==> src/ray_triangle_intersect_unit_defines.svh <==
// Assertion macros shared by the ray/triangle intersection unit.
// Depends on nothing; users must have clk and rst_n in scope.
`ifndef RAY_TRIANGLE_INTERSECT_UNIT_DEFINES_SVH
`define RAY_TRIANGLE_INTERSECT_UNIT_DEFINES_SVH

// Same-cycle implication, disabled while reset is asserted.
`define RTI_ASSERT_NOW(label, ante, cons, msg) \
    label: assert property (@(posedge clk) disable iff (!rst_n) (ante) |-> (cons)) \
        else $error(msg);

// Next-cycle implication, disabled while reset is asserted.
`define RTI_ASSERT_NEXT(label, ante, cons, msg) \
    label: assert property (@(posedge clk) disable iff (!rst_n) (ante) |=> (cons)) \
        else $error(msg);

`endif

==> src/rti_pkg.sv <==
// Shared types and constants of the ray/triangle intersection unit.
// Depends on nothing.
package rti_pkg;

    localparam int CFG_IDX_W   = 3;
    localparam int QUEUE_DEPTH = 4;
    localparam int QUEUE_IDX_W = 2;
    localparam int QUEUE_CNT_W = 3;

    typedef enum logic [CFG_IDX_W-1:0] {
        REG_ORIGIN_X = 3'd0,
        REG_ORIGIN_Y = 3'd1,
        REG_ORIGIN_Z = 3'd2,
        REG_DIR_X    = 3'd3,
        REG_DIR_Y    = 3'd4,
        REG_DIR_Z    = 3'd5,
        REG_EPSILON  = 3'd6
    } cfg_reg_t;

    typedef enum logic [2:0] {
        MISS_NONE     = 3'd0,
        MISS_PARALLEL = 3'd1,
        MISS_U_OUT    = 3'd2,
        MISS_V_OUT    = 3'd3,
        MISS_T_SMALL  = 3'd4
    } miss_reason_t;

    typedef struct packed {
        logic not_empty;
        logic full;
    } queue_stat_t;

endpackage

==> src/rti_front.sv <==
// Front end: accepts triangles, forms the edge vectors and queues them.
// Depends on rti_pkg.
module rti_front #(
    parameter int COORD_WIDTH = 32
) (
    input  logic                             clk,
    input  logic                             rst_n,
    input  logic                             in_valid,
    output logic                             in_ready,
    input  logic [2:0][COORD_WIDTH-1:0]      va,
    input  logic [2:0][COORD_WIDTH-1:0]      vb,
    input  logic [2:0][COORD_WIDTH-1:0]      vc,
    input  logic [2:0][COORD_WIDTH-1:0]      org,
    input  logic                             pop,
    output rti_pkg::queue_stat_t             q_stat,
    output logic [2:0][COORD_WIDTH:0]        e1,
    output logic [2:0][COORD_WIDTH:0]        e2,
    output logic [2:0][COORD_WIDTH:0]        tv
);
    import rti_pkg::*;

    localparam int E  = COORD_WIDTH + 1;
    localparam int EW = 9 * E;

    logic                  f_vld_reg, f_vld_next;
    logic [2:0][E-1:0]     f_e1_reg, f_e2_reg, f_tv_reg;
    logic [2:0][E-1:0]     e1_next, e2_next, tv_next;
    logic [EW-1:0]         mem_reg [QUEUE_DEPTH];
    logic [QUEUE_IDX_W-1:0] wr_ptr_reg, rd_ptr_reg;
    logic [QUEUE_CNT_W-1:0] cnt_reg;
    logic                  load, push, q_full, q_pop;

    assign q_full   = cnt_reg == QUEUE_CNT_W'(QUEUE_DEPTH);
    assign in_ready = !f_vld_reg || !q_full;
    assign load     = in_valid && in_ready;
    assign push     = f_vld_reg && !q_full;
    assign q_pop    = pop && (cnt_reg != '0);

    always_comb
    begin
        for (int j = 0; j < 3; j++)
        begin
            e1_next[j] = E'($signed(vb[j])) - E'($signed(va[j]));
            e2_next[j] = E'($signed(vc[j])) - E'($signed(va[j]));
            tv_next[j] = E'($signed(org[j])) - E'($signed(va[j]));
        end
        if (load)
            f_vld_next = 1'b1;
        else if (push)
            f_vld_next = 1'b0;
        else
            f_vld_next = f_vld_reg;
    end

    always_ff @(posedge clk or negedge rst_n)
    begin
        if (!rst_n)
        begin
            f_vld_reg  <= 1'b0;
            wr_ptr_reg <= '0;
            rd_ptr_reg <= '0;
            cnt_reg    <= '0;
        end
        else
        begin
            f_vld_reg <= f_vld_next;
            if (push)
                wr_ptr_reg <= wr_ptr_reg + 1'b1;
            if (q_pop)
                rd_ptr_reg <= rd_ptr_reg + 1'b1;
            if (push && !q_pop)
                cnt_reg <= cnt_reg + 1'b1;
            else if (q_pop && !push)
                cnt_reg <= cnt_reg - 1'b1;
        end
    end

    always_ff @(posedge clk)
    begin
        if (load)
        begin
            f_e1_reg <= e1_next;
            f_e2_reg <= e2_next;
            f_tv_reg <= tv_next;
        end
        if (push)
            mem_reg[wr_ptr_reg] <= {f_tv_reg, f_e2_reg, f_e1_reg};
    end

    assign {tv, e2, e1}     = mem_reg[rd_ptr_reg];
    assign q_stat.not_empty = cnt_reg != '0;
    assign q_stat.full      = q_full;
endmodule

==> config.mk <==
export PLATFORM = sky130hd
export DESIGN_NAME = rti_front
export DESIGN_NICKNAME = d
export VERILOG_FILES = /design/src/ray_triangle_intersect_unit_defines.svh /design/src/rti_pkg.sv /design/src/rti_front.sv
export SDC_FILE = /design/constraint.sdc
export NUM_CORES = 2
export LEC_CHECK = 0
export BUFFER_PORTS_ARGS = -buffer_cell sky130_fd_sc_hd__buf_2
export CORE_AREA = 2 2 454 276
export CTS_BUF_LIST = sky130_fd_sc_hd__clkbuf_16
export CTS_CLUSTER_SIZE = 14
export DETAILED_ROUTE_END_ITERATION = 7
export DIE_AREA = 0 0 456 278
export PLACE_DENSITY = 0.83
export REMOVE_ABC_BUFFERS = 1
export SKIP_CTS_REPAIR_TIMING = 1
export SYNTH_ARGS = -nofsm -noshare
export SYNTH_HDL_FRONTEND = slang
export SYNTH_SLANG_ARGS = --single-unit
==> constraint.sdc <==
create_clock -name clk -period 11.1 [get_ports clk]
set_clock_uncertainty 0.05 [all_clocks]
set_input_delay 2.22 -clock clk [delete_from_list [all_inputs] [get_ports clk]]
set_output_delay 2.22 -clock clk [all_outputs]
set_load 0.005 [all_outputs]
==> flow_summary.toml <==
[power]
switchingPower_mw = 5.53
internal_power_mw = 12.6
p_per_area_mw_per_mm2 = 236
switching_share_pct = 30.5
clkPwrFrac_pct = 24.9
leakagePower_nw = 28.4
pwr-share-comb_pct = 28.6
seqPwrFrac_pct = 46.5
max-vdd-ir-drop_mv = 0.221

[synthesis]
seq_area_frac_synth_pct = 66.9
synthFlopType = "edfxtp_1"
yosys_warnings = 0
synth-edff-count = 1485
async_flop_share_pct = 0.536
syn_inst = 4023
netlist_area_mm2 = 0.0670
syn-mean-instance-area_um2 = 16.6
synth_cell_types = 102
ys_ff_latch = 1493

[sta]
drv_slew = 0
slew_headroom_pct = 27.6
timing.fmax_mhz = 181
tightest_slew_ns = 1.09
fin_crit_sh_pct = 49.9
fin_crit_ns = 5.54
grt_setup_unrepaired = "no"
timing.hold.ws_ns = 0.441
finalHoldViolations = 0
report.final.setup_viol = 0

[finish]
post-route-util_pct = 62.5
final_area_mm2 = 0.0767
fill_cells = 8541
nets = 5473
drive_gt1_share_pct = 26.0
largest_register_ffs = 1188
layout-area-overhead-vs-synth_pct = 14.5

[worst_setup_path]
crit_buf_inv = 2
cp-end-kind = "output pin"
start_kind = "flop"
cp_top_family = "flip-flops"
slowest_delay_ns = 0.85
crit_arrival_ns = 3.27
required_ns = 8.83
crit_slowest_cell = "dfrtp_4"
criticalPathCategory = "flop to output pin"
critical_path.cell_chain = "buf_12, mux4_2, buf_2"
critPathMaxFanout = 88

[routing]
highest_layer = "met4"
drc = 0
route.met3.wl_um = 12600
m1WireLength_um = 64600
final_antenna_net_count = 0
vias = 39600
wl_met2_um = 82000
firstDrtPassIters = 6
wl_um = 166000
wl_per_cell_um = 25.3
viasPerCell = 6.06
drtIter0Drc = 4279

[clocking]
insertion_delay_ns = 0.76
ctsHtreeMaxLevel = 4
clk_pin_slew_worst_paths_ns = 0.06
cts_tree = "done"
cts_buffers = 138
clock_path_buffers = 3
root_buffer = "clkbuf_16"
cts.sinks = 1493

[placement]
gp_congestion = 0.968
postPlaceCellArea_mm2 = 0.0724
portBuffers = 687
hpwl_um = 114000

[grt]
grt_antenna_before_repair = 27
grt_util_all_layers_pct = 25.9
grt_pass1_vias = 39800
grt-ovfl-total = 0
grt_pass1_wl_um = 247000
grt_start_max_net_pins = 121

[floorplanning]
rows = 100
fp.dieH_um = 278
initial_core_util_pct = 54.6
die_area_mm2 = 0.127
io_pins = 688
die_w_um = 456
core_area_mm2 = 0.123

[job]
max_cap_viol_count = 0

[hold_path]
hold_class = "flop to flop"

[outcome]
status = "completed"
## cell usage after synthesis (37+ instances only)
cell / number / area (um^2)
buf_1: 37 / 139
edfxtp_1: 1485 / 44600
nor3_1: 45 / 225
ha_1: 293 / 3670
nand3_1: 53 / 265
o21a_1: 44 / 330
nand2_1: 137 / 514
o21ai_0: 121 / 606
nor2_1: 144 / 541
inv_1: 203 / 762
nor2b_1: 48 / 300
nand2b_1: 44 / 275
a21o_1: 133 / 998
xor2_1: 66 / 578
mux4_2: 297 / 6690
a21oi_1: 241 / 1210
xnor2_1: 171 / 1500
clkbuf_1: 50 / 188
## layer usage
layer  track usage, %  up-vias
met5                0        -
li1                 -    17500
met2             43.1     1863
met1             34.1    20000
met4             10.7        0
met3             4.56      286
## final timing paths
kind	startpoint	endpoint	slack (ns)	depth (start not counted)
max	rd_ptr_reg[0]	tv[12]	5.56	3
min	f_e2_reg[25]	mem_reg[2][124]	0.44	0
max reg2reg	cnt_reg[2]	mem_reg[2][101]	6.79	5
min reg2reg	f_e2_reg[25]	mem_reg[2][124]	0.44	0
max in group asynchronous	rst_n	rd_ptr_reg[0]	9.54	1
min in group asynchronous	rst_n	rd_ptr_reg[1]	1.25	1
## cell type report
cell class              instances  area (um^2)  share of cell area [%]
clock buffers                 142         3550                    4.64
multi-input cells            2228        21000                    27.4
repair buffers                718         3730                    4.87
inverters                     203          762                   0.994
flip-flops and latches       1493        44800                    58.4
diodes                         26         65.1                  0.0849
well taps                    1632         2040                    2.66
clock inverters                94          681                   0.888
## cells in the final DEF, fill, tap and decap left out, types with 24 or more instances in the layout
cell type and count:
nand2_1 137, ha_1 293, a21oi_1 241, buf_2 687, a211oi_1 24, nand3_1 53, mux4_2 297, nor2b_1 48
a21o_1 133, o21bai_1 28, o21ai_0 121, inv_1 237, o21a_1 44, nand2b_1 44, clkbuf_16 142, edfxtp_1 1485
xor2_1 66, nor3_1 45, buf_4 26, nor2_1 144, diode_2 26, nand4_1 32, xnor2_1 171
## kinds of logic (layout without fill, tap and decap cells)
family / Yosys count / in the layout / synth area share [%]
flops: 1493 / 1493 / 66.9
compound gates: 781 / 781 / 7.85
simple gates: 604 / 604 / 4.57
fa+ha+maj: 303 / 303 / 5.77
mux: 303 / 303 / 10.1
buf+inv: 302 / 1157 / 1.73
xor+xnor: 237 / 237 / 3.10
other cells: 0 / 26 / 0
## stage by stage
step | setup WS (ns) | setup TNS, ns | cells | power, mW
2_1_floorplan | -3.29 | -979.06 | 3924 | 12.6
3_3_place_gp | 5.53 | 0 | 6274 | 13.6
3_5_place_dp | 5.45 | 0 | 6274 | 13.7
4_1_cts | 5.48 | 0 | 6510 | 18.3
5_1_grt | 5.37 | 0 | 6535 | 18.8
6_report | 5.56 | 0 | 6536 | 18.1
## power by group through the flow
stage	logic, mW	clock network, mW	registers (mW)
after floorplan	3.63	0	9.00
after global placement	5.14	0	8.41
after detailed placement	5.21	0	8.52
after CTS	5.25	4.58	8.42
after global routing	5.52	4.78	8.52
final	5.18	4.50	8.41
## worst reg2reg max path, stage by stage (launching register included)
cell,delay (ns)
dfrtp_1,0.40
nor3b_1,0.18
nor2b_1,0.58
and2_4,0.92
buf_12,0.56
buf_4,1.11
No activity file was read; power rests on OpenSTA's default activity.
